===== src/sv/mtgd_pkg.sv =====
// ----------------------------------------------------------------------------
// mtgd_pkg
// Types and constants shared by the multibyte text glyph decoder.
// ----------------------------------------------------------------------------
package mtgd_pkg;

    localparam int ADDR_W = 32;
    localparam int DX_W   = 13;

    // language modes
    localparam logic [1:0] MODE_ASCII = 2'd0;
    localparam logic [1:0] MODE_SJIS  = 2'd1;
    localparam logic [1:0] MODE_EUCJP = 2'd2;
    localparam logic [1:0] MODE_GB    = 2'd3;

    // configuration register indexes
    localparam logic [1:0] REG_LANG_MODE  = 2'd0;
    localparam logic [1:0] REG_ASCII_BASE = 2'd1;
    localparam logic [1:0] REG_JP_BASE    = 2'd2;
    localparam logic [1:0] REG_CN_BASE    = 2'd3;

    // command codes
    localparam logic CMD_BEGIN = 1'b0;
    localparam logic CMD_BYTE  = 1'b1;

    // glyph kinds
    localparam logic [1:0] KIND_SINGLE = 2'd0;
    localparam logic [1:0] KIND_LEFT   = 2'd1;
    localparam logic [1:0] KIND_RIGHT  = 2'd2;
    localparam logic [1:0] KIND_MIRROR = 2'd3;

    // byte ranges
    localparam logic [7:0] SJ_LEAD1_LO  = 8'h81;
    localparam logic [7:0] SJ_LEAD1_HI  = 8'h9f;
    localparam logic [7:0] SJ_LEAD2_LO  = 8'he0;
    localparam logic [7:0] SJ_LEAD2_HI  = 8'hfc;
    localparam logic [7:0] SJ_TRAIL1_LO = 8'h40;
    localparam logic [7:0] SJ_TRAIL1_HI = 8'h7e;
    localparam logic [7:0] SJ_TRAIL2_LO = 8'h80;
    localparam logic [7:0] SJ_TRAIL2_HI = 8'h9e;
    localparam logic [7:0] SJ_TRAIL3_LO = 8'h9f;
    localparam logic [7:0] EUC_LEAD_LO  = 8'h81;
    localparam logic [7:0] EUC_LEAD_HI  = 8'hfe;
    localparam logic [7:0] ROW_LO       = 8'ha1;
    localparam logic [7:0] ROW_HI       = 8'hfe;

    localparam int ROW_CELLS     = 94;
    localparam int SJ_ROW_OFFSET = 62;
    localparam int SJ_TRAIL2_ADD = 63;
    localparam logic [ADDR_W-1:0] JP_FULL_OFFSET = ADDR_W'(256 * 16);
    localparam logic [ADDR_W-1:0] HALF_STEP      = ADDR_W'(16);

    typedef struct packed {
        logic [ADDR_W-1:0] addr;
        logic [DX_W-1:0]   dx;
        logic [1:0]        kind;
        logic              last;
    } t_result;

    typedef struct packed {
        logic [1:0] num;   // results produced: 0, 1 or 2
        t_result    res0;
        t_result    res1;
        logic [7:0] lead;  // next pending lead byte
    } t_dec;

endpackage


===== src/sv/mtgd_decode.sv =====
// ----------------------------------------------------------------------------
// mtgd_decode
// Single-pass byte decode: lead detection, row/cell index, font address,
// draw columns and next cursor/lead state.
// ----------------------------------------------------------------------------
module mtgd_decode
    import mtgd_pkg::*;
#(
    parameter int COLUMN_BITS = 12
) (
    input  logic                   i_cmd,
    input  logic [11:0]            i_start_x,
    input  logic [7:0]             i_byte,
    input  logic [1:0]             i_mode,
    input  logic [ADDR_W-1:0]      i_ascii_base,
    input  logic [ADDR_W-1:0]      i_jp_base,
    input  logic [ADDR_W-1:0]      i_cn_base,
    input  logic [7:0]             i_lead,
    input  logic [COLUMN_BITS-1:0] i_cursor,
    output t_dec                   o_dec,
    output logic [COLUMN_BITS-1:0] o_cursor
);

    localparam int XW = (COLUMN_BITS > DX_W) ? COLUMN_BITS : DX_W;

    logic [XW-1:0]        cur_ext;
    logic [XW-1:0]        cur_m8;
    logic [DX_W-1:0]      dx_cur;
    logic [DX_W-1:0]      dx_m8;
    logic                 is_lead;
    logic [ADDR_W-1:0]    single_base;
    logic [ADDR_W-1:0]    single_addr;
    logic signed [15:0]   lb_s;
    logic signed [15:0]   b_s;
    logic signed [15:0]   k;
    logic signed [15:0]   t;
    logic signed [15:0]   idx;
    logic [ADDR_W-1:0]    idx_off;
    logic [ADDR_W-1:0]    jp_addr;
    logic [ADDR_W-1:0]    cn_addr;
    t_result              single_res;

    assign cur_ext = XW'(i_cursor);
    assign cur_m8  = cur_ext - XW'(8);
    assign dx_cur  = cur_ext[DX_W-1:0];
    assign dx_m8   = cur_m8[DX_W-1:0];

    always_comb begin
        unique case (i_mode)
            MODE_SJIS:  is_lead = (i_byte >= SJ_LEAD1_LO && i_byte <= SJ_LEAD1_HI) ||
                                  (i_byte >= SJ_LEAD2_LO && i_byte <= SJ_LEAD2_HI);
            MODE_EUCJP: is_lead = i_byte >= EUC_LEAD_LO && i_byte <= EUC_LEAD_HI;
            MODE_GB:    is_lead = i_byte >= ROW_LO && i_byte <= ROW_HI;
            default:    is_lead = 1'b0;
        endcase
    end

    assign single_base = (i_mode == MODE_SJIS || i_mode == MODE_EUCJP) ? i_jp_base
                                                                       : i_ascii_base;
    assign single_addr = single_base + {20'd0, i_byte, 4'd0};

    assign single_res.addr = single_addr;
    assign single_res.dx   = dx_cur;
    assign single_res.kind = KIND_SINGLE;
    assign single_res.last = 1'b1;

    assign lb_s = signed'({8'd0, i_lead});
    assign b_s  = signed'({8'd0, i_byte});

    always_comb begin
        if (i_mode == MODE_SJIS) begin
            if (i_lead >= SJ_LEAD1_LO && i_lead <= SJ_LEAD1_HI) begin
                k = (lb_s - signed'({8'd0, SJ_LEAD1_LO})) * 16'sd2;
            end else begin
                k = (lb_s - signed'({8'd0, SJ_LEAD2_LO})) * 16'sd2 + 16'(SJ_ROW_OFFSET);
            end
            if (i_byte >= SJ_TRAIL1_LO && i_byte <= SJ_TRAIL1_HI) begin
                t = b_s - signed'({8'd0, SJ_TRAIL1_LO});
            end else if (i_byte >= SJ_TRAIL2_LO && i_byte <= SJ_TRAIL2_HI) begin
                t = b_s - signed'({8'd0, SJ_TRAIL2_LO}) + 16'(SJ_TRAIL2_ADD);
            end else begin
                t = b_s - signed'({8'd0, SJ_TRAIL3_LO});
                k = k + 16'sd1;
            end
        end else begin
            k = lb_s - signed'({8'd0, ROW_LO});
            t = b_s - signed'({8'd0, ROW_LO});
        end
    end

    assign idx     = k * 16'(ROW_CELLS) + t;
    assign idx_off = {{(ADDR_W-21){idx[15]}}, idx, 5'd0};
    assign jp_addr = i_jp_base + JP_FULL_OFFSET + idx_off;
    assign cn_addr = i_cn_base + idx_off;

    always_comb begin
        o_dec.num  = 2'd0;
        o_dec.res0 = single_res;
        o_dec.res1 = single_res;
        o_dec.lead = i_lead;
        o_cursor   = COLUMN_BITS'(i_cursor + COLUMN_BITS'(8));
        if (i_cmd == CMD_BEGIN) begin
            o_cursor = COLUMN_BITS'(i_start_x);
        end else if (i_mode == MODE_ASCII) begin
            o_dec.num = 2'd1;
        end else if (i_lead == 8'd0) begin
            if (is_lead) begin
                o_dec.lead = i_byte;
            end else begin
                o_dec.num = 2'd1;
            end
        end else begin
            o_dec.lead = 8'd0;
            if (i_mode == MODE_GB) begin
                o_dec.num       = 2'd1;
                o_dec.res0.addr = cn_addr;
                o_dec.res0.dx   = dx_m8;
                o_dec.res0.kind = KIND_MIRROR;
                o_dec.res0.last = 1'b1;
            end else begin
                o_dec.num       = 2'd2;
                o_dec.res0.addr = jp_addr;
                o_dec.res0.dx   = dx_m8;
                o_dec.res0.kind = KIND_LEFT;
                o_dec.res0.last = 1'b0;
                o_dec.res1.addr = jp_addr + HALF_STEP;
                o_dec.res1.dx   = dx_cur;
                o_dec.res1.kind = KIND_RIGHT;
                o_dec.res1.last = 1'b1;
            end
        end
    end

endmodule


===== src/sv/multibyte_text_glyph_decoder_core.sv =====
// ----------------------------------------------------------------------------
// multibyte_text_glyph_decoder_core
// A byte is held in the input register, decoded, and written to the result
// queue, whose head drives the output. Throughput: one byte per cycle while
// the result queue holds at most two entries; a Shift-JIS/EUC-JP trail byte
// yields two commands (4-entry result queue).
// Reset (synchronous, active low): mode and bases 0, no pending lead, cursor 0.
// ----------------------------------------------------------------------------
module multibyte_text_glyph_decoder_core
    import mtgd_pkg::*;
#(
    parameter int COLUMN_BITS = 12
) (
    input  logic        i_clk,
    input  logic        i_rst_n,
    input  logic        s_axis_tvalid,
    output logic        s_axis_tready,
    input  logic [23:0] s_axis_tdata,   // [11:0] start_x, [19:12] char_byte, [23:20] zero
    input  logic        s_axis_tuser,   // cmd
    output logic        m_axis_tvalid,
    input  logic        m_axis_tready,
    output logic [47:0] m_axis_tdata,   // [31:0] glyph_addr, [44:32] draw_x, [47:45] zero
    output logic [1:0]  m_axis_tuser,   // glyph_kind
    output logic        m_axis_tlast,
    input  logic        i_cfg_valid,
    output logic        o_cfg_ready,
    input  logic [1:0]  i_cfg_addr,
    input  logic [31:0] i_cfg_data
);

    localparam int QD = 4;
    localparam int PW = $clog2(QD);

    logic [1:0]             r_mode;
    logic [ADDR_W-1:0]      r_ascii_base;
    logic [ADDR_W-1:0]      r_jp_base;
    logic [ADDR_W-1:0]      r_cn_base;
    logic [7:0]             r_lead;
    logic [COLUMN_BITS-1:0] r_cursor;

    logic                   r_in_vld;
    logic                   r_in_cmd;
    logic [11:0]            r_in_sx;
    logic [7:0]             r_in_byte;

    t_result                r_q [QD];
    logic [PW-1:0]          r_wr_ptr;
    logic [PW-1:0]          r_rd_ptr;
    logic [PW:0]            r_cnt;
    logic [PW:0]            n_cnt;

    t_dec                   dec;
    logic [COLUMN_BITS-1:0] dec_cursor;
    logic                   proc;
    logic                   pop;
    logic [PW:0]            wr_num;
    t_result                head;

    assign o_cfg_ready = 1'b1;

    assign proc          = r_in_vld && (r_cnt <= (PW+1)'(QD - 2));
    assign s_axis_tready = !r_in_vld || proc;
    assign pop           = m_axis_tvalid && m_axis_tready;
    assign wr_num        = proc ? (PW+1)'(dec.num) : '0;
    assign n_cnt         = r_cnt + wr_num - (PW+1)'(pop);

    mtgd_decode #(
        .COLUMN_BITS (COLUMN_BITS)
    ) u_decode (
        .i_cmd        (r_in_cmd),
        .i_start_x    (r_in_sx),
        .i_byte       (r_in_byte),
        .i_mode       (r_mode),
        .i_ascii_base (r_ascii_base),
        .i_jp_base    (r_jp_base),
        .i_cn_base    (r_cn_base),
        .i_lead       (r_lead),
        .i_cursor     (r_cursor),
        .o_dec        (dec),
        .o_cursor     (dec_cursor)
    );

    always_ff @(posedge i_clk) begin
        if (!i_rst_n) begin
            r_mode       <= MODE_ASCII;
            r_ascii_base <= '0;
            r_jp_base    <= '0;
            r_cn_base    <= '0;
        end else if (i_cfg_valid) begin
            unique case (i_cfg_addr)
                REG_LANG_MODE:  r_mode       <= i_cfg_data[1:0];
                REG_ASCII_BASE: r_ascii_base <= i_cfg_data;
                REG_JP_BASE:    r_jp_base    <= i_cfg_data;
                REG_CN_BASE:    r_cn_base    <= i_cfg_data;
                default:        r_mode       <= r_mode;
            endcase
        end
    end

    always_ff @(posedge i_clk) begin
        if (!i_rst_n) begin
            r_in_vld <= 1'b0;
        end else if (s_axis_tready) begin
            r_in_vld <= s_axis_tvalid;
        end
    end

    always_ff @(posedge i_clk) begin
        if (s_axis_tvalid && s_axis_tready) begin
            r_in_cmd  <= s_axis_tuser;
            r_in_sx   <= s_axis_tdata[11:0];
            r_in_byte <= s_axis_tdata[19:12];
        end
    end

    always_ff @(posedge i_clk) begin
        if (!i_rst_n) begin
            r_lead   <= 8'd0;
            r_cursor <= '0;
        end else if (proc) begin
            r_lead   <= dec.lead;
            r_cursor <= dec_cursor;
        end
    end

    always_ff @(posedge i_clk) begin
        if (proc && dec.num != 2'd0) begin
            r_q[r_wr_ptr] <= dec.res0;
        end
        if (proc && dec.num == 2'd2) begin
            r_q[PW'(r_wr_ptr + PW'(1))] <= dec.res1;
        end
    end

    always_ff @(posedge i_clk) begin
        if (!i_rst_n) begin
            r_wr_ptr <= '0;
            r_rd_ptr <= '0;
            r_cnt    <= '0;
        end else begin
            r_wr_ptr <= PW'(r_wr_ptr + wr_num[PW-1:0]);
            r_rd_ptr <= PW'(r_rd_ptr + PW'(pop));
            r_cnt    <= n_cnt;
        end
    end

    assign head          = r_q[r_rd_ptr];
    assign m_axis_tvalid = r_cnt != '0;
    assign m_axis_tdata  = {3'd0, head.dx, head.addr};
    assign m_axis_tuser  = head.kind;
    assign m_axis_tlast  = head.last;

endmodule


===== config.mk =====
export PLATFORM = sky130hd
export DESIGN_NAME = multibyte_text_glyph_decoder_core
export DESIGN_NICKNAME = d
export VERILOG_FILES = /design/src/sv/mtgd_pkg.sv /design/src/sv/mtgd_decode.sv /design/src/sv/multibyte_text_glyph_decoder_core.sv
export SDC_FILE = /design/constraint.sdc
export NUM_CORES = 1
export LEC_CHECK = 0
export ABC_AREA = 1
export CAP_MARGIN = 20
export CORE_MARGIN = 5
export CORE_UTILIZATION = 45
export DETAILED_ROUTE_END_ITERATION = 16
export DONT_BUFFER_PORTS = 1
export PLACE_DENSITY = 0.64
export SYNTH_ARGS = -nofsm -noshare
export SYNTH_HDL_FRONTEND = slang
export SYNTH_HIERARCHICAL = 1
export SYNTH_SLANG_ARGS = --single-unit
export TNS_END_PERCENT = 30

===== constraint.sdc =====
create_clock -name i_clk -period 10.66 [get_ports i_clk]
set_input_delay 0.533 -clock i_clk [delete_from_list [all_inputs] [get_ports i_clk]]
set_output_delay 0.533 -clock i_clk [all_outputs]
set_load 0.05 [all_outputs]

# Word-level counts from Yosys, hierarchy flattened
# Memory sizes are Yosys's and may differ from the RTL's. A register that Yosys moved wholly into a read port is not among the register bits.
# Index checks and enable logic that the tools add are counted.
# W data, S select, Z words.
# totals
reg_bits,147
latch_bits,0
ramBits,192
rom_bits,0
inputBits,64
output_inout_bits,54
n_memories,1
# classes
add_sub_neg,23
multipliers,1
div,0
order_cmp,13
n_eq_ne,8
n_shift,0
n_mux,27
n_bitwise,1
n_reduce_logical,26
# memory_table
memory,depth,word_bits,read_ports,rd_ports_with_merged_regs,wr,line,text
r_q,4,48,1,1,2,multibyte_text_glyph_decoder_core.sv:46,t_result r_q [QD];
# ops
op,count
$mux W16,8
$mux W106,1
$mux W104,1
$mux W96,1
$add A32 B32 Y32,2
$sub A8 B8 Y9 const B,6
$mux W50,1
$mux W48,1
$ge A8 B8 Y1 const B,5
$le A8 B8 Y1 const B,5
$add A16 B7 Y16 const B,2
$add A32 B12 Y32,1
$add A32 B13 Y32 const B,1
$add A32 B5 Y32 const B,1
$mux W32,1
$add A16 B16 Y16,1
$add A16 B2 Y16 const B,1
$mul A16 B7 Y15 const B,1
$mux W8,2
$sub A12 B4 Y13 const B,1
$add A12 B4 Y12 const B,1
$logic_and A1 B1 Y1,12
$mux W12,1
$eq A2 B2 Y1 const B,5
23 further kinds,37

# Longest topological paths before layout
# Gate-level depths: netlist of the first run.
# logic_depth
depth_word,20
ltp_mapped,59
depth_no_buf,58

# Modules after synthesis
# The synthesis of the first run kept the hierarchy.
# modules_own_cells
module,instances,cells_per_inst,area_per_inst_um2,seq_area_each_um2
multibyte_text_glyph_decoder_core,1,1736,15039.4,8918.6
mtgd_decode,1,1695,10136.0,0.0

# Least setup slack after synthesis of the first run
# No wires, ideal clock.
# synth_timing
path_type,reg2reg
start,reg r_mode[1]
end,mem r_q[1][46] (netlist name) (data pin)
arrival_time_ns,8.293
slack_ns,2.114
path_stages_with_launch,50
cell_sequence,dfxtp_1 inv_1 ha_1 buf_2 buf_1 o21ai_0 fa_1 ha_1 inv_1 fa_1 fa_1 inv_1 ha_1 inv_1 o21bai_1 a21oi_1 nor2_1 nor2_1 (+14 left out) ha_1 clkbuf_1 a21oi_1 o21ai_0 o21bai_1 or2_1 nand2_1 inv_2 nor2_2 inv_2 nor3_2 nand3_1 nand2_1 nand3_1 o21ai_1 inv_1 nand3_1 nand2_1
# synth_rtl
element,line,text
from (decl),multibyte_text_glyph_decoder_core.sv:34,logic [1:0] r_mode;
from (signal assigned),multibyte_text_glyph_decoder_core.sv:91,REG_LANG_MODE: r_mode <= i_cfg_data[1:0];
from (signal assigned),multibyte_text_glyph_decoder_core.sv:95,default: r_mode <= r_mode;
to (decl),multibyte_text_glyph_decoder_core.sv:46,

==> flow_summary_export.csv, run 1 <==
group,metric,value,unit
die,core-area,0.0553,mm2
clock_network,cts-root-buf,"clkbuf_16",
placement,place_congestion,0.961,
worst_setup_path,cp_data_arrival_time,10140,ps
worst_setup_path,crit_fanout,21,
placement,place_hpwl,51900,um
sta,rsz0062_at_grt,"false",
route,drc,0,
cells_and_area,fillers,5563,
sta,fin_ws,836,ps
clock_network,cts.hold.buffers_added,0,
synth,syn_area_per_cell,7.34,um2
grt,grt_overflow_total,0,
grt,grt_pass1_wl,116000,um
synth,ys_seq_area_share,35.4,%
grt,grt_antenna_before_repair,0,
worst_setup_path,cpMaxStageDelayCell,"edfxtp_1",
route,routedWlPerCell,18.3,um
synth,syn-instance-count,3431,
route,dr.pass1.iters,6,
clock_network,numCtsBuffers,38,
die,die_h,247,um
worst_setup_path,cpMostUsedCell,"nand2_1",
sta,hold_slack,72.2,ps
grt,grt_pass1_vias,20800,
sta,slew_headroom,23.0,%
clock_network,clock_sinks,339,
worst_setup_path,end_kind,"flip-flop",
route,vias,22700,
clock_network,clkTransAtPathRegs,60,ps
clock_network,post_cts_buffers,0,
min_path,hold_class,"primary input to flip-flop",
grt,grt_max_degree,99,
cells_and_area,utilization,49.2,%
route,wl,75500,um
clock_network,h-tree-depth,2,
clock_network,cts_tree,"built",
clock_network,clock_path_buffers,3,
worst_setup_path,critPathMaxStageDelay,660,ps
status,status,"finished clean",
route,vias_per_cell,5.50,
sta,setup-tns-final,0,ps
cells_and_area,area_growth_syn_to_layout,8.18,%
sta,fin_crit_sh,92.2,%
cells_and_area,drive_gt1_share,7.00,%
clock_network,postCtsResizedCells,0,
synth,yosys_warnings,6,
synth,synth_flop_cell,"edfxtp_1",
die,io_pins,118,
job,max-cap-violations,0,
clock_network,clk_latency,560,ps
placement,portBuffers,0,
synth,synth_area,0.0252,mm2
die,start_util,45.5,%
synth,synth_seq_cells,339,
worst_setup_path,critical_path_class,"flip-flop to flip-flop",
die,fp.dieW,247,um
synth,async_flop_share,0,%
worst_setup_path,startpoint_type,"flip-flop",
synth,synth_edf_count,213,
synth,ys_types,66,
grt,grt_usage,24.0,%
die,num_rows,86,
sta,worstMarginPinSlew,1170,ps
worst_setup_path,crit_required,10970,ps
sta,fmaxAchievable,0.102,GHz
route,ant_nets,0,
sta,skew,16.1,ps
cells_and_area,diodes,0,
sta,slew_violations,0,
placement,dp_slack,987,ps
sta,finalSetupViolations,0,
cells_and_area,nets,3605,
die,die_area,0.0608,mm2
route,first_iter_violations,2008,
sta,min_period,9820,ps
sta,final-hold-violation-count,0,
[registers in the layout (all words and copies together), names as in the netlist, 3 cells and up]
signal	count
r_q	192
r_ascii_base	32
r_cn_base	32
r_jp_base	32
r_cursor	12
r_in_sx	12
r_in_byte	8
r_lead	8
r_cnt	3
[Yosys cell counts (3+ instances only)]
master / number / share of area, %
nor2_2: 6 / 0.15
o211ai_1: 13 / 0.39
o21ai_0: 271 / 5.4
ha_1: 153 / 7.6
xnor2_1: 29 / 1.0
nor2_1: 380 / 5.7
o21bai_1: 15 / 0.45
mux2i_1: 8 / 0.32
fa_1: 32 / 2.5
o21ai_1: 13 / 0.26
a21oi_1: 157 / 3.1
a21oi_2: 4 / 0.14
or2_2: 3 / 0.075
buf_1: 13 / 0.19
o221ai_1: 10 / 0.35
nand4_1: 48 / 1.2
inv_1: 294 / 4.4
nand3_2: 9 / 0.36
nor2_4: 5 / 0.22
nand2_1: 836 / 12
o22ai_1: 60 / 1.5
mux2_2: 13 / 0.58
dfxtp_1: 126 / 10
buf_2: 43 / 0.85
o31ai_1: 8 / 0.24
conb_1: 4 / 0.060
nand3_1: 337 / 6.7
a22oi_1: 3 / 0.089
clkbuf_1: 105 / 1.6
o21ai_2: 3 / 0.10
nand3b_1: 5 / 0.15
nor3_1: 28 / 0.56
buf_4: 24 / 0.72
a21o_1: 10 / 0.30
nor4_1: 5 / 0.12
inv_2: 15 / 0.22
xor2_1: 71 / 2.5
nor3_2: 3 / 0.12
edfxtp_1: 213 / 25
nand2_2: 16 / 0.40
a31oi_1: 5 / 0.12
[area by class of cell]
type | instances | area, um2 | share of cell area [%]
clock buffers | 52 | 1130 | 4.14
clock inverters | 18 | 246 | 0.905
inverters | 310 | 1160 | 4.27
multi-input cells | 2598 | 14300 | 52.6
flip-flops and latches | 339 | 8920 | 32.8
well taps | 748 | 936 | 3.44
repair buffers | 69 | 526 | 1.93
[critical path: cells and delay by family, from the launching register on]
kind            cells  cell delay [ps]
fa+ha+maj           8             2820
compound gates     12             2100
flops               1              660
xor+xnor            2              570
simple gates       24             2420
buf+inv             8              960
[worst paths after layout]
check	from	end	slack, ps	depth (start not counted)
worst max register to register	r_in_byte[6]$_DFFE_PP_	r_q[3][41]$_DFFE_PP_	840	54
worst min register to register	r_cn_base[4]$_SDFFE_PN0P_	r_cn_base[4]$_SDFFE_PN0P_	470	2
worst min-delay path	s_axis_tdata[7]	r_in_sx[7]$_DFFE_PP_	70	0
worst max-delay path	r_in_byte[6]$_DFFE_PP_	r_q[3][41]$_DFFE_PP_	840	54
[cell families (layout without fill, tap and decap cells)]
family / count (synthesis) / in the layout / synth area share (%)
other: 4 / 7 / 0.0596
buffers and inverters: 497 / 449 / 8.04
xor gates and xnor gates: 103 / 103 / 3.67
AOI/OAI and AO/OA: 589 / 589 / 13.0
DFF: 339 / 339 / 35.4
and+or+nand+nor: 1693 / 1693 / 28.8
adders and majority gates: 185 / 185 / 10.1
muxes: 21 / 21 / 0.900
[metrics by stage]
step | cell area (um2) | cells
5_1_grt | 27200 | 4134
2_1_floorplan | 25200 | 3434
6_report | 27200 | 4134
3_3_place_gp | 25800 | 4059
3_5_place_dp | 25800 | 4063
4_1_cts | 27200 | 4133
[metal layers]
| metal | up-vias | part of all wire, % | GRT usage [%] | wire length [um] |
|---|---|---|---|---|
| met3 | 98 | 8.0 | 4.71 | 6020 |
| met5 | - | 0 | 0 | 0 |
| met1 | 10500 | 45 | 33.5 | 33700 |
| met2 | 774 | 45 | 38.3 | 34100 |
| li1 | 11300 | - | - | - |
| met4 | 0 | 2.2 | 6.15 | 1660 |
[layout by cell type, fill, tap and decap left out, drive strengths merged, types with 7 or more instances in the layout]
master / synthesis / routed
nor3: 33 / 33
conb: 4 / 7
a21o: 11 / 11
clkinv: 1 / 10
ha: 153 / 153
edfxtp: 213 / 213
a21oi: 161 / 161
clkbuf: 105 / 52
mux2i: 8 / 8
nand4: 48 / 48
o31ai: 8 / 8
o22ai: 60 / 60
nor2: 392 / 392
o21ai: 287 / 287
xor2: 72 / 72
o21bai: 15 / 15
o211ai: 13 / 13
o221ai: 10 / 10
xnor2: 31 / 31
nand2: 854 / 854
buf: 82 / 69
nand3: 347 / 347
dfxtp: 126 / 126
fa: 32 / 32
inv: 309 / 313
mux2: 13 / 13
Power of run 1 is left out: the tool's default activity adds up to more than one toggle a clock period on the data nets, which glitch-free logic cannot reach.
==> run 2: changes to the inputs <==
Settings changed: CORE_ASPECT_RATIO set to 1.1.
==> run 2 against run 1 <==
Hold slack lost 5.1 ps. Wire length decreased by 0.76%. First-iteration DRC count is 15% higher. Non-clock buffer count fell by 2. Cell count shrank 0.24%. Sequential share of layout area grew 0.26 points. Clock-buffer cell count decreased by 7. Register-to-register slack gained 30 ps. Final area shrank 0.79%. Critical path depth is 2 higher. Utilization decreased by 0.81 points. Critical endpoint is now r_q[1][46]$_DFFE_PP_. Highest routed layer unchanged.
==> flow_summary_export.csv, run 2 (same netlist as run 1, synthesis figures left out) <==
group,metric,value,unit
worst_setup_path,crit_required,10970,ps
sta,slew_headroom,18.9,%
placement,portBuffers,0,
sta,hold_slack,67.1,ps
route,ant_nets,0,
die,core-area,0.0558,mm2
die,io_pins,118,
route,vias_per_cell,5.53,
placement,dp_slack,947,ps
cells_and_area,multiInputGateArea,0.0143,mm2
cells_and_area,diodes,0,
grt,grt_pass1_vias,20900,
sta,finalSetupViolations,0,
route,wl,74900,um
worst_setup_path,crit_fanout,10,
min_path,min_from,"s_axis_tdata[10]",
worst_setup_path,reg2regPathDepth,56,
sta,slew_violations,0,
worst_setup_path,cp.depth,56,
clock_network,clock_sinks,339,
sta,fin_ws,866,ps
route,routedWlPerCell,18.2,um
placement,place_congestion,0.943,
die,die_area,0.0608,mm2
placement,place_hpwl,51600,um
job,max-cap-violations,0,
cells_and_area,finalInstanceArea,0.0270,mm2
worst_setup_path,cp_data_arrival_time,10110,ps
status,status,"finished clean",
worst_setup_path,cp_top_family,"adder cells",
sta,worstMarginPinSlew,1230,ps
grt,grt_antenna_before_repair,0,
worst_setup_path,startpoint,"r_in_byte[6]$_DFFE_PP_",
cells_and_area,largest_reg_flops,192,
sta,fin_crit_sh,91.9,%
clock_network,cts_tree,"built",
worst_setup_path,reg2reg_from,"r_in_byte[6]$_DFFE_PP_",
clock_network,clk_latency,570,ps
worst_setup_path,r2r_end,"r_q[1][46]$_DFFE_PP_",
route,dr.pass1.iters,8,
die,fp.dieW,236,um
grt,grt_overflow_total,0,
grt,grt_usage,23.6,%
route,vias,22800,
sta,final-hold-violation-count,0,
worst_setup_path,cpMaxStageDelayCell,"edfxtp_1",
placement,placed_area,0.0258,mm2
sta,rsz0062_at_grt,"false",
clock_network,h-tree-depth,2,
clock_network,numCtsBuffers,37,
sta,skew,20.1,ps
worst_setup_path,critical_path_class,"flip-flop to flip-flop",
sta,min_period,9790,ps
die,num_rows,91,
cells_and_area,nets,3602,
cells_and_area,area_growth_syn_to_layout,7.33,%
worst_setup_path,startpoint_type,"flip-flop",
cells_and_area,regMostFlops,"r_q",
cells_and_area,fillers,5612,
grt,grt_max_degree,105,
clock_network,clock_path_buffers,3,
worst_setup_path,critPathCapture,"r_q[1][46]$_DFFE_PP_",
worst_setup_path,critPathMaxStageDelay,650,ps
clock_network,clkTransAtPathRegs,60,ps
cells_and_area,drive_gt1_share,6.63,%
worst_setup_path,cpMostUsedCell,"nand2_1",
grt,grt_pass1_wl,117000,um
sta,setup-tns-final,0,ps
sta,fmaxAchievable,0.102,GHz
die,start_util,45.1,%
min_path,hold_class,"primary input to flip-flop",
cells_and_area,seqCellArea,0.00892,mm2
clock_network,cts-root-buf,"clkbuf_16",
cells_and_area,mostFrequentLayoutCell,"nand2_1",
route,first_iter_violations,2312,
clock_network,post_cts_buffers,0,
worst_setup_path,end_kind,"flip-flop",
cells_and_area,final_cell_mix,"nand2_1 (832), nor2_1 (375), nand3_1 (337)",
route,drc,0,
worst_setup_path,r2r_setup_slack,870,ps
worst_setup_path,cp_num_buf_inv,9,
die,die_h,258,um
[run 2: cell types whose count changed in the layout (fill, tap and decap cells not counted), sizes merged]
cell      change
clkbuf        -7
clkinv        +6
bufinv        -3
buf           -2
clkinvlp      +1
inv           -1
[run 2: worst min-delay path by stage]
stage | to | cells after the start
final | r_in_sx[10]$_DFFE_PP_ | 0
after global routing | r_in_sx[10]$_DFFE_PP_ | 0
after CTS | r_in_sx[10]$_DFFE_PP_ | 0
after detailed placement | r_cn_base[1]$_SDFFE_PN0P_ | 2
after global placement | r_cn_base[1]$_SDFFE_PN0P_ | 2
after floorplan | r_cn_base[4]$_SDFFE_PN0P_ | 2
[run 2: final cells by class]
class                      instances  area share, %
inverter                         310           4.31
tap                              744           3.45
multi-input combinational       2598           53.0
sequential                       339           33.0
clock buffer                      45           3.65
timing repair buffer              67           1.88
clock inverter                    21          0.736
[run 2: what timing repair did]
item / in CTS / in global routing
setup endpoints to repair: 0 / 12
gates resized for setup: 0 / 1
hold buffers: 0 / 0
[run 2: routing by layer]
layer	routed length (um)	GRT usage [%]
met5	0	0
met3	5540	3.46
met1	32900	32.5
met2	34600	39.2
met4	1930	6.21
[run 2: through the flow]
step           utilization, %  std cells
5_1_grt                  48.4       4124
4_1_cts                  48.4       4123
6_report                 48.4       4124
3_5_place_dp             46.3       4057
3_3_place_gp             46.2       4055
2_1_floorplan               -       3434
Power of run 2 is left out for the same reason.
